## src/rtl/qbd_pkg.sv

```systemverilog
package qbd_pkg;

  localparam logic [1:0] MODE_Q8 = 2'd0;
  localparam logic [1:0] MODE_Q4 = 2'd1;
  localparam logic [1:0] MODE_F16 = 2'd2;
  localparam logic [1:0] MODE_NONE = 2'd3;

  localparam logic [5:0] Q8_LIMIT = 6'd34;
  localparam logic [5:0] Q4_LIMIT = 6'd18;
  localparam logic [4:0] LAST_INDEX = 5'd31;
  localparam logic [4:0] Q4_HALF = 5'd16;

  typedef struct packed {
    logic [31:0] bits;
    logic [4:0] index;
    logic last_run;
    logic last_block;
  } result_t;

  function automatic logic [31:0] half_to_single(input logic [15:0] h);
    logic [31:0] sign;
    logic [4:0] ex;
    logic [9:0] man;
    logic [3:0] k;
    logic [10:0] m;
    begin
      sign = {h[15], 31'd0};
      ex = h[14:10];
      man = h[9:0];
      k = 4'd0;
      m = {1'b0, man};
      if (ex == 5'd0) begin
        if (man == 10'd0) begin
          half_to_single = sign;
        end else begin
          for (int j = 9; j >= 0; j--) begin
            if (man[j] && k == 4'd0) k = 4'(10 - j);
          end
          m = 11'({1'b0, man} << k);
          half_to_single = sign | {1'b0, 8'(8'd113 - 8'(k)), m[9:0], 13'd0};
        end
      end else if (ex == 5'd31) begin
        half_to_single = sign | 32'h7F800000 | {9'd0, man, 13'd0};
      end else begin
        half_to_single = sign | {1'b0, 8'(8'(ex) + 8'd112), man, 13'd0};
      end
    end
  endfunction

endpackage

```

## src/rtl/qbd_scale_mul.sv

```systemverilog
module qbd_scale_mul
  import qbd_pkg::*;
(
  input  logic [31:0] scale,
  input  logic signed [7:0] q,
  output logic [31:0] product
);

  logic [7:0] mag;
  logic [31:0] qsign;
  logic [23:0] sig;
  logic [31:0] prod;
  logic [8:0] exp_in;
  logic [4:0] lz;
  logic [31:0] norm;
  logic [9:0] exp_out;

  always_comb begin
    mag = q[7] ? 8'(-q) : 8'(q);
    qsign = {q[7], 31'd0};
    exp_in = (scale[30:23] == 8'd0) ? 9'd1 : {1'b0, scale[30:23]};
    sig = {(scale[30:23] != 8'd0), scale[22:0]};
    prod = 32'(sig) * 32'(mag);
    lz = 5'd0;
    for (int j = 31; j >= 0; j--) begin
      if (prod[j] && lz == 5'd0 && !(j == 31)) lz = 5'(31 - j);
    end
    if (prod[31]) lz = 5'd0;
    norm = prod << lz;
    exp_out = 10'(exp_in) + 10'd8 - 10'(lz);
    if ((scale[30:23] == 8'hFF)) begin
      if (scale[22:0] != 23'd0) product = scale | 32'h00400000;
      else if (mag == 8'd0) product = 32'hFFC00000;
      else product = (scale ^ qsign) | 32'h7F800000;
    end else if (mag == 8'd0 || prod == 32'd0) begin
      product = (scale ^ qsign) & 32'h80000000;
    end else if (exp_out[9] || exp_out == 10'd0) begin
      product = ((scale ^ qsign) & 32'h80000000) |
                {9'd0, 23'(32'(prod) >> (10'd1 - exp_out))};
    end else begin
      product = ((scale ^ qsign) & 32'h80000000) | {1'b0, exp_out[7:0], norm[30:8]};
    end
  end

endmodule

```

## src/rtl/quantized_block_dequantizer_top.sv

```systemverilog
// Quantized block dequantizer.
// The input channel carries one stream byte per transaction with a restart
// flag; the output channel carries one single-precision value per
// transaction with its element index and end markers.
// A transaction happens on a rising edge where valid is high and stall low.
// format_mode is written through cfg_we and cfg_data; the user must do this
// only while the block is idle, as the block itself does not enforce it.
// Scale bytes and the first byte of a half-precision pair give no result.
// Q8_0 and half-precision bytes give one result, Q4_0 data bytes give two,
// each registered in a result register. A byte is accepted in every cycle
// in which the input is not stalled; a Q4_0 data byte keeps the input
// stalled while its second value is produced, until that value is emitted.
// When the receiver stalls, the result register holds and the input side
// stalls for as long as the result register is full and stalled.
// Synchronous reset clears the mode, positions, counters and valid flags.
module quantized_block_dequantizer_top
  import qbd_pkg::*;
(
  input  logic clk,
  input  logic rst,
  input  logic cfg_we,
  input  logic [1:0] cfg_data,
  input  logic in_valid,
  output logic in_stall,
  input  logic [7:0] data_byte,
  input  logic restart,
  output logic out_valid,
  input  logic out_stall,
  output logic [31:0] value_bits,
  output logic [4:0] element_index,
  output logic last_of_run,
  output logic last_of_block
);

  logic [1:0] format_mode;
  logic [5:0] byte_position, byte_position_next;
  logic [15:0] scale_word, scale_word_next;
  logic [7:0] held_low_byte, held_low_byte_next;
  logic [4:0] value_count, value_count_next;
  logic pend, pend_next;
  logic [7:0] pend_byte;
  logic [4:0] pend_index;
  logic out_free, accept, emit;
  logic [5:0] pos, limit;
  result_t res;
  logic [31:0] scale_f, prod;
  logic signed [7:0] q;

  assign out_free = !out_valid || !out_stall;
  assign in_stall = pend || !out_free;
  assign accept = in_valid && !in_stall;
  assign scale_f = half_to_single(scale_word);

  qbd_scale_mul u_mul (.scale(scale_f), .q(q), .product(prod));

  always_comb begin
    byte_position_next = byte_position;
    scale_word_next = scale_word;
    held_low_byte_next = held_low_byte;
    value_count_next = value_count;
    pend_next = pend;
    emit = 1'b0;
    res = '0;
    q = '0;
    pos = restart ? 6'd0 : byte_position;
    limit = (format_mode == MODE_Q8) ? Q8_LIMIT : Q4_LIMIT;
    if (pend) begin
      q = 8'(pend_byte[7:4]) - 8'sd8;
      if (out_free) begin
        emit = 1'b1;
        pend_next = 1'b0;
        res = '{bits: prod, index: pend_index, last_run: 1'b1,
                last_block: (pend_index == LAST_INDEX)};
      end
    end else if (accept && format_mode != MODE_NONE) begin
      if (format_mode == MODE_F16) begin
        if (pos != 6'd1) begin
          held_low_byte_next = data_byte;
          byte_position_next = 6'd1;
        end else begin
          byte_position_next = 6'd0;
          emit = 1'b1;
          res = '{bits: half_to_single({data_byte, held_low_byte}),
                  index: value_count, last_run: 1'b1,
                  last_block: (value_count == LAST_INDEX)};
          value_count_next = value_count + 5'd1;
        end
      end else begin
        if (pos >= limit) pos = 6'd0;
        if (pos == 6'd0) begin
          scale_word_next = {scale_word[15:8], data_byte};
          byte_position_next = 6'd1;
        end else if (pos == 6'd1) begin
          scale_word_next = {data_byte, scale_word[7:0]};
          byte_position_next = 6'd2;
        end else begin
          byte_position_next = (pos + 6'd1 >= limit) ? 6'd0 : pos + 6'd1;
          emit = 1'b1;
          if (format_mode == MODE_Q8) begin
            q = data_byte;
            res = '{bits: prod, index: 5'(pos - 6'd2), last_run: 1'b1,
                    last_block: (5'(pos - 6'd2) == LAST_INDEX)};
          end else begin
            q = 8'(data_byte[3:0]) - 8'sd8;
            pend_next = 1'b1;
            res = '{bits: prod, index: 5'(pos - 6'd2), last_run: 1'b0,
                    last_block: 1'b0};
          end
        end
      end
    end
  end

  always_ff @(posedge clk) begin
    if (rst) begin
      format_mode <= MODE_Q8;
      byte_position <= '0;
      scale_word <= '0;
      held_low_byte <= '0;
      value_count <= '0;
      pend <= 1'b0;
      out_valid <= 1'b0;
    end else begin
      pend <= pend_next;
      scale_word <= scale_word_next;
      held_low_byte <= held_low_byte_next;
      if (cfg_we) begin
        format_mode <= cfg_data;
        byte_position <= '0;
        value_count <= '0;
      end else begin
        byte_position <= byte_position_next;
        value_count <= value_count_next;
      end
      if (emit) out_valid <= 1'b1;
      else if (!out_stall) out_valid <= 1'b0;
    end
  end

  always_ff @(posedge clk) begin
    if (emit) begin
      value_bits <= res.bits;
      element_index <= res.index;
      last_of_run <= res.last_run;
      last_of_block <= res.last_block;
    end
    if (!pend) begin
      pend_byte <= data_byte;
      pend_index <= 5'(pos - 6'd2) + Q4_HALF;
    end
  end

endmodule
```

## config.mk

```make
export PLATFORM = sky130hd
export DESIGN_NAME = quantized_block_dequantizer_top
export DESIGN_NICKNAME = d
export VERILOG_FILES = /design/src/rtl/qbd_pkg.sv /design/src/rtl/qbd_scale_mul.sv /design/src/rtl/quantized_block_dequantizer_top.sv
export SDC_FILE = /design/constraint.sdc
export NUM_CORES = 1
export LEC_CHECK = 0
export BUFFER_PORTS_ARGS = -buffer_cell sky130_fd_sc_hd__buf_2
export CAP_MARGIN = 25
export CORE_UTILIZATION = 30
export CTS_CLUSTER_DIAMETER = 40
export DETAILED_ROUTE_END_ITERATION = 12
export GPL_TIMING_DRIVEN = 0
export PLACE_DENSITY = 0.5
export SLEW_MARGIN = 15
export SYNTH_ARGS = -nofsm -noshare
export SYNTH_HDL_FRONTEND = slang
export SYNTH_SLANG_ARGS = --single-unit
```

## constraint.sdc

```tcl
create_clock -name clk -period 15.3 [get_ports clk]
set_clock_uncertainty 0.05 [all_clocks]
set_input_delay 2.295 -clock clk [delete_from_list [all_inputs] [get_ports clk]]
set_output_delay 2.295 -clock clk [all_outputs]
set_load 0.005 [all_outputs]
```

==> flow_summary.toml, run 1 <==
[synthesis]
synth_seq_cells = 87
synth.distinct_cells = 97
synth_edf_count = 48
avgSynthCellArea_um2 = 7.91
synth_area_mm2 = 0.0121
ys_seq_area_frac = 0.184
postSynthNetCount = 1668
synthFlopType = "edfxtp_1"
synth_warnings = 0
async_flop_share = 0
syn_inst = 1528

[timing]
fin_crit_ps = 14860
hold_viol_final = 0
slew_violations = 0
setup_viol = 0
fin_crit_sh = 0.971
whs_ps = 437
setup_ws_ps = 441
maxSlewHeadroom = 0.132
timing.fmax_mhz = 67.3
worst_pin_slew_ps = 1300

[clock_network]
cts_buffers = 9
ctsLongestPathBuffers = 2
cts_root_buffer = "clkbuf_16"
clock-sinks = 87
clk-insertion-delay-late_ps = 370
htreeDepth = 3
clk_pin_slew_ps = 60
cts_tree = "built"

[place]
gp_congestion = 0.935
postPlaceCellArea_mm2 = 0.0131
dp_cells = 2111
hpwl_um = 33100
portBuffers = 54
dp_slack_ps = -3190

[power_and_ir_drop]
p_leak_uw = 0.00568
power_density_mw_per_mm2 = 94.9
switching_share = 0.518
switchingPower_uw = 699
ir_drop_v = 0.0000948
combPwrFrac = 0.636
clockPowerShare = 0.176
p_total_uw = 1350
internal_power_uw = 651
p_seq_frac = 0.188

[layout]
final_nets = 1762
final_cell_area_mm2 = 0.0142
drive_gt1_frac = 0.178
multi_input_area_mm2 = 0.00972
seq_area_mm2 = 0.00222
n_fill_cell = 4255
diodes = 0
final_cells = 2152
synthToLayoutAreaGrowth_pct = 17.6

[setup_path]
critPathSlowestCell = "fa_1"
worst-path-max-fanout = 10
r2r_slack_ps = 1040
rr_worst_depth = 55
cpPeakStageDelay_ps = 530
cp.depth = 53
crit_type = "in2reg"
crit_path_start_kind = "input port"
crit_path_frequent_cell = "fa_1"
path_buf_inv = 10
required_ps = 15480
cp_top_family = "compound AO/OA/AOI/OAI gates"
arrival_ps = 15030
worst_setup_path_end_kind = "flip-flop"

[floorplan]
rows = 73
dieArea_mm2 = 0.0411
die_w_um = 203
start_util = 0.304
core_mm2 = 0.0397
die_y_um = 203
io_pins = 57

[routing]
post_drt_wl_per_cell_um = 19.7
viasPerCell = 5.68
first_pass_iters = 5
vias = 12200
ant_nets = 0
drc = 0
wl_um = 42300
initialDrtViolationCount = 1080

[hold_path]
min_path_type = "reg2reg"
whs_path_depth = 2

[global_route]
grt_max_degree = 32
grt_use_total = 0.207
grt_pass1_vias = 11800
antenna_found_initial = 0
grt_overflow = 0
grt_pass1_wl_um = 67200

[run_status]
outcome = "finished, final reports clean"

[job]
cap_violations = 0
==> final timing paths <==
path	start	endpoint
min	value_count[4]	value_count[4]
max reg2reg	format_mode[0]	value_bits[20]
min reg2reg	value_count[4]	value_count[4]
max	restart	value_bits[20]
==> power groups by stage <==
| stage | Combinational (uW) | Sequential (uW) | Clock [uW] |
|---|---|---|---|
| global placement | 786 | 259 | 0 |
| finish | 859 | 254 | 238 |
| floorplan | 556 | 258 | 0 |
| global route | 927 | 254 | 252 |
| detailed placement | 782 | 259 | 0 |
| CTS | 809 | 254 | 243 |
==> layer usage <==
metal / vias up / part of all wire / global-route usage / wire, um
li1: 5803 / - / - / -
met3: 45 / 0.050 / 0.0225 / 2110
met2: 382 / 0.46 / 0.333 / 19700
met5: - / 0 / 0 / 0
met4: 0 / 0.016 / 0.0559 / 686
met1: 5988 / 0.47 / 0.291 / 19900
==> placed cells by master (no fill, tap or decap), types with 9 or more instances in the layout <==
| master | Yosys | routed |
|---|---|---|
| or2_2 | 27 | 27 |
| dfxtp_1 | 39 | 39 |
| and4_1 | 10 | 10 |
| mux2_2 | 13 | 13 |
| clkbuf_16 | 0 | 10 |
| nand3_1 | 40 | 37 |
| nand2b_1 | 12 | 11 |
| a211oi_1 | 28 | 22 |
| nand4_1 | 13 | 13 |
| xor2_1 | 13 | 12 |
| xnor2_1 | 19 | 16 |
| o22ai_1 | 23 | 23 |
| a31oi_1 | 12 | 11 |
| edfxtp_1 | 48 | 48 |
| nor4_1 | 17 | 13 |
| a21o_1 | 21 | 20 |
| ha_1 | 69 | 66 |
| nor2_1 | 212 | 206 |
| o21ai_1 | 8 | 9 |
| and2_1 | 17 | 16 |
| nor3_1 | 44 | 40 |
| a22oi_1 | 14 | 12 |
| inv_1 | 91 | 89 |
| a21oi_1 | 100 | 91 |
| buf_4 | 2 | 30 |
| nor2b_1 | 19 | 19 |
| nand2_1 | 115 | 112 |
| a21oi_2 | 2 | 9 |
| o21ai_0 | 62 | 59 |
| mux2i_1 | 74 | 73 |
| buf_2 | 12 | 65 |
| clkbuf_1 | 65 | 54 |
| fa_1 | 55 | 54 |
| or3_1 | 17 | 16 |
| and3_1 | 15 | 14 |
==> layout make-up <==
class	count	share of cell area
multi-input combinational	1258	0.684
sequential	87	0.156
tap	525	0.0462
timing repair buffer	85	0.0374
buffer	85	0.0280
inverter	96	0.0257
clock buffer	10	0.0176
clock inverter	6	0.00493
==> synthesized netlist by cell type (27+ instances only) <==
| cell type | instances | share of area |
|---|---|---|
| nand2_1 | 115 | 0.036 |
| mux2i_1 | 74 | 0.061 |
| nor3_1 | 44 | 0.018 |
| a21oi_1 | 100 | 0.041 |
| inv_1 | 91 | 0.028 |
| nor2_1 | 212 | 0.066 |
| nand3_1 | 40 | 0.017 |
| o21ai_0 | 62 | 0.026 |
| ha_1 | 69 | 0.071 |
| fa_1 | 55 | 0.091 |
| or2_2 | 27 | 0.014 |
| edfxtp_1 | 48 | 0.12 |
| a211oi_1 | 28 | 0.017 |
| dfxtp_1 | 39 | 0.065 |
| clkbuf_1 | 65 | 0.020 |
==> worst register-to-register path, delay by kind of cell, from the launching register on <==
| family | cells | cell delay (ps) |
|---|---|---|
| AO/OA/AOI/OAI | 17 | 4450 |
| adder cells (fa/ha/maj) | 10 | 3700 |
| AND/OR/NAND/NOR | 15 | 3160 |
| buffers and inverters | 12 | 2260 |
| flip-flops | 1 | 310 |
| XOR/XNOR | 1 | 170 |
==> cell families (layout without fill, tap and decap cells) <==
family	Yosys count	after routing	share of synthesized area
flops	87	87	0.184
simple gates	588	588	0.237
xor+xnor	32	32	0.0232
fa+ha+maj	124	124	0.162
compound gates	417	417	0.244
mux	97	97	0.0907
buf+inv	183	282	0.0588
==> metrics by stage <==
stage          TNS, ps   util
2_1_floorplan        0      -
3_3_place_gp    -83460  0.328
3_5_place_dp    -86230  0.329
4_1_cts              0  0.347
5_1_grt           -202  0.358
6_report             0  0.358
==> flip-flops by register name, indices dropped and copies added (netlist names), 2 cells and up <==
| name | flops |
|---|---|
| value_count | 5 |
| byte_position | 6 |
| value_bits | 32 |
| element_index | 5 |
| scale_word | 16 |
| format_mode | 2 |
| pend_index | 5 |
| pend_byte | 4 |
| held_low_byte | 8 |
==> repair_timing <==
action | 4_1_cts | 5_1_grt
gates resized for setup | 62 | 79
pin swaps | 11 | 22
endpoints found under the setup margin | 31 | 31
buffers inserted | 11 | 16
gates cloned | 0 | 0
hold buffers | 0 | 0
(Power assumes the default switching activity.)
==> run 2, diff against run 1 <==
REMOVE_ABC_BUFFERS = 1   (was unset)
==> flow_summary.toml, run 2 (synthesized netlist as in run 1, its figures left out) <==
[run_status]
outcome = "complete, but fails checks"
violations = "DRC"

[layout]
diodes = 0
final_cell_mix = "nor2_1 (210), nand2_1 (114), a21oi_1 (93)"
final_nets = 1696
largest_register_ffs = 32
final_cells = 2086
drive_gt1_frac = 0.177
largest_registers = "value_bits (32), scale_word (16), held_low_byte (8)"
n_fill_cell = 4172
final_cell_area_mm2 = 0.0139
final_common_cell = "nor2_1"
regMostFlops = "value_bits"
synthToLayoutAreaGrowth_pct = 14.8

[timing]
whs_ps = 432
fin_crit_ps = 14840
setup_viol = 0
hold_viol_final = 0
slew_violations = 0
timing.fmax_mhz = 67.4
maxSlewHeadroom = 0.220
worst_pin_slew_ps = 1170
rsz0062_at_grt = "true"
fin_crit_sh = 0.970

[setup_path]
crit_path_frequent_cell = "fa_1"
worst_setup_path_end_kind = "flip-flop"
worst-path-max-fanout = 11
critPathSlowestCell = "fa_1"
crit_path_start_kind = "input port"
required_ps = 15440
arrival_ps = 14980
crit_type = "in2reg"
cpPeakStageDelay_ps = 570

[routing]
viasPerCell = 5.80
wl_um = 41700
drc = 1
first_pass_iters = 12
ant_nets = 0
vias = 12100
initialDrtViolationCount = 1108
post_drt_wl_per_cell_um = 20.0

[power_and_ir_drop]
combPwrFrac = 0.650
ir_drop_v = 0.000150
switching_share = 0.511
clockPowerShare = 0.154
p_total_uw = 1320
internal_power_uw = 645
p_seq_frac = 0.195
switchingPower_uw = 674
power_density_mw_per_mm2 = 95.0
p_leak_uw = 0.00553

[global_route]
grt_pass1_vias = 11500
grt_pass1_wl_um = 65100
grt_use_total = 0.199
grt_overflow = 0
antenna_found_initial = 0
grt_max_degree = 34

[place]
portBuffers = 56
gp_congestion = 0.946
dp_cells = 2034
hpwl_um = 32500
postPlaceCellArea_mm2 = 0.0129

[clock_network]
clock-sinks = 87
ctsLongestPathBuffers = 2
hold_buffers = 0
cts_tree = "built"
cts_root_buffer = "clkbuf_16"
cts_buffers = 9
clk-insertion-delay-late_ps = 350
htreeDepth = 3
clk_pin_slew_ps = 60

[floorplan]
dieArea_mm2 = 0.0411
start_util = 0.304
io_pins = 57
core_mm2 = 0.0397
die_y_um = 203
die_w_um = 203
rows = 73

[job]
cap_violations = 0

[hold_path]
min_path_type = "reg2reg"
## run 2: changes by cell type in the layout (fill, tap and decap cells not counted), sizes merged
cell      previous run  this run
inv                 99        97
clkinvlp             1         2
clkbuf              75        14
bufinv               1         0
buf                105       102
## run 2: timing repair
item	in CTS	in global routing
pin swaps	3	13
setup buffers	12	20
cloned	1	0
setup endpoints to repair	31	31
resized for setup	32	68
## run 2: through the flow
step                utilization  TNS, ps  setup WS (ps)
global placement          0.319  -127080          -4680
detailed placement        0.324   -75950          -3040
floorplan                     -     -586           -314
finish                    0.350        0            460
global route              0.350     -107           -102
CTS                       0.337        0           38.0
## run 2: cell type report
class | count | area (um^2) | share of cell area
timing repair buffer | 103 | 674 | 0.0486
clock inverter | 3 | 20.0 | 0.00144
multi-input combinational | 1258 | 9700 | 0.698
timing repair inverter | 1 | 5.00 | 0.000360
inverter | 96 | 369 | 0.0266
clock buffer | 13 | 240 | 0.0173
tap | 525 | 657 | 0.0473
sequential | 87 | 2220 | 0.160
## run 2: power by group through the flow
stage                     registers, uW  clock network (uW)  logic [uW]
final                               258                 203         858
after global routing                259                 218         921
after CTS                           258                 210         784
after detailed placement            263                   0         761
after global placement              263                   0         726
after floorplan                     260                   0         518
## run 2: worst paths after layout
check | start | endpoint | slack [ps] | cells after the start
max | restart | value_bits[20] | 460 | 48
min | value_count[4] | value_count[4] | 430 | 2
max reg2reg | format_mode[1] | value_bits[20] | 1530 | 48
min reg2reg | value_count[4] | value_count[4] | 430 | 2
## run 2: worst max-delay path: cells and delay by family
kind,cells,cell delay (ps)
AND/OR/NAND/NOR,13,2780
buffers and inverters,6,700
adder cells (fa/ha/maj),11,4070
XOR/XNOR,2,450
AO/OA/AOI/OAI,16,4620
## run 2: routing by layer
layer  part of all wire  up-vias  track usage
met2               0.47      447        0.332
met5                  0        -            0
li1                   -     5672            -
met1               0.46     5920        0.274
met4              0.018        0       0.0475
met3              0.053       56       0.0210
==> run 3, diff against run 2 <==
MAX_ROUTING_LAYER = met4   (was unset)
==> flow_summary.toml, run 3 (synthesized netlist as in run 1, its figures left out) <==
[run_status]
outcome = "complete, but fails checks"
violations = "DRC"

[place]
dp_slack_ps = -3040
portBuffers = 56
postPlaceCellArea_mm2 = 0.0129
gp_congestion = 0.963
hpwl_um = 32400

[setup_path]
path_buf_inv = 7
cp_top_family = "compound AO/OA/AOI/OAI gates"
crit_type = "in2reg"
crit_path_start_kind = "input port"
worst-path-max-fanout = 17
critPathSlowestCell = "fa_1"
crit_path_frequent_cell = "fa_1"
worst_setup_path_end_kind = "flip-flop"
cpPeakStageDelay_ps = 540
arrival_ps = 14960
required_ps = 15440

[timing]
worst_pin_slew_ps = 949
hold_viol_final = 0
whs_ps = 430
maxSlewHeadroom = 0.363
fin_crit_ps = 14820
fin_crit_sh = 0.968
setup_ws_ps = 484
setup_viol = 0
timing.fmax_mhz = 67.5
fin_tns_setup_ps = 0
slew_violations = 0

[power_and_ir_drop]
power_density_mw_per_mm2 = 97.1
clockPowerShare = 0.158
p_seq_frac = 0.191
ir_drop_v = 0.000141
switching_share = 0.514
p_leak_uw = 0.00554
combPwrFrac = 0.651
internal_power_uw = 656
switchingPower_uw = 693

[routing]
vias = 12000
initialDrtViolationCount = 953
wl_um = 41400
ant_nets = 0
first_pass_iters = 12
drc = 2
post_drt_wl_per_cell_um = 19.8
viasPerCell = 5.77

[floorplan]
die_y_um = 203
rows = 73
dieArea_mm2 = 0.0411
io_pins = 57
start_util = 0.304
die_w_um = 203
core_mm2 = 0.0397

[global_route]
antenna_found_initial = 0
grt_max_degree = 34
grt_use_total = 0.202
grt_pass1_vias = 11400
grt_overflow = 0
grt_pass1_wl_um = 64400

[clock_network]
cts_tree = "built"
ctsLongestPathBuffers = 2
cts_root_buffer = "clkbuf_16"
clk_pin_slew_ps = 70
clock-sinks = 87
clk-insertion-delay-late_ps = 350
hold_buffers = 0
cts_buffers = 9
htreeDepth = 3

[layout]
largest_registers = "value_bits (32), scale_word (16), held_low_byte (8)"
final_cell_area_mm2 = 0.0139
synthToLayoutAreaGrowth_pct = 14.9
drive_gt1_frac = 0.181
final_nets = 1697
largest_register_ffs = 32
regMostFlops = "value_bits"
n_fill_cell = 4230
final_cell_mix = "nor2_1 (209), nand2_1 (114), a21oi_1 (91)"
fin_util = 0.350
diodes = 0
final_common_cell = "nor2_1"

[hold_path]
min_path_type = "reg2reg"

[job]
cap_violations = 0
==> run 3: cell types whose count changed in the layout (fill, tap and decap cells not counted), sizes merged <==
cell	delta
clkbuf	-2
clkinvlp	+1
inv	+1
clkinv	+1
==> run 3: through the flow <==
step | instances | power [uW]
finish | 2087 | 1350
global route | 2087 | 1430
CTS | 2063 | 1280
detailed placement | 2035 | 1030
global placement | 2022 | 1010
floorplan | 1441 | 779
==> run 3: tightest hold or removal path, cell delays in order (launching register included) <==
cell	delay (ps)
dfxtp_1	330
nand2_1	60
a21oi_1	50
==> run 3: final cells by class <==
cell class	instances	area [um^2]	share of cell area
sequential	87	2220	0.160
clock buffer	10	239	0.0172
inverter	96	372	0.0267
multi-input combinational	1258	9700	0.698
timing repair inverter	1	5.00	0.000360
tap	525	657	0.0473
timing repair buffer	104	663	0.0477
clock inverter	6	41.3	0.00297
==> run 3: final timing paths <==
check                 start        endpoint  slack (ps)  depth (start not counted)
min          value_count[4]  value_count[4]         430                          2
max reg2reg  format_mode[1]  value_bits[20]        1620                         50
min reg2reg  value_count[4]  value_count[4]         430                          2
max                 restart  value_bits[20]         480                         50
==> run 3: power groups by stage <==
| stage | clock network, uW | logic (uW) | registers (uW) |
|---|---|---|---|
| after floorplan | 0 | 518 | 260 |
| after global placement | 0 | 746 | 263 |
| after detailed placement | 0 | 771 | 263 |
| after CTS | 219 | 805 | 258 |
| after global routing | 228 | 940 | 259 |
| final | 213 | 879 | 258 |
==> run 3: per-layer routing <==
metal  vias up  global-route usage  part of all wire
li1       5659                   -                 -
met1      5956               0.277              0.48
met2       361               0.316              0.46
met3        62              0.0236             0.040
met4         0              0.0459             0.020
met5         -                   -                 0
==> run 3: repair_timing <==
| action | CTS | global route |
|---|---|---|
| pin swaps | 4 | 11 |
| resized for setup | 37 | 59 |
| setup endpoints to repair | 31 | 31 |
| cloned | 1 | 0 |
| buffers inserted | 11 | 19 |
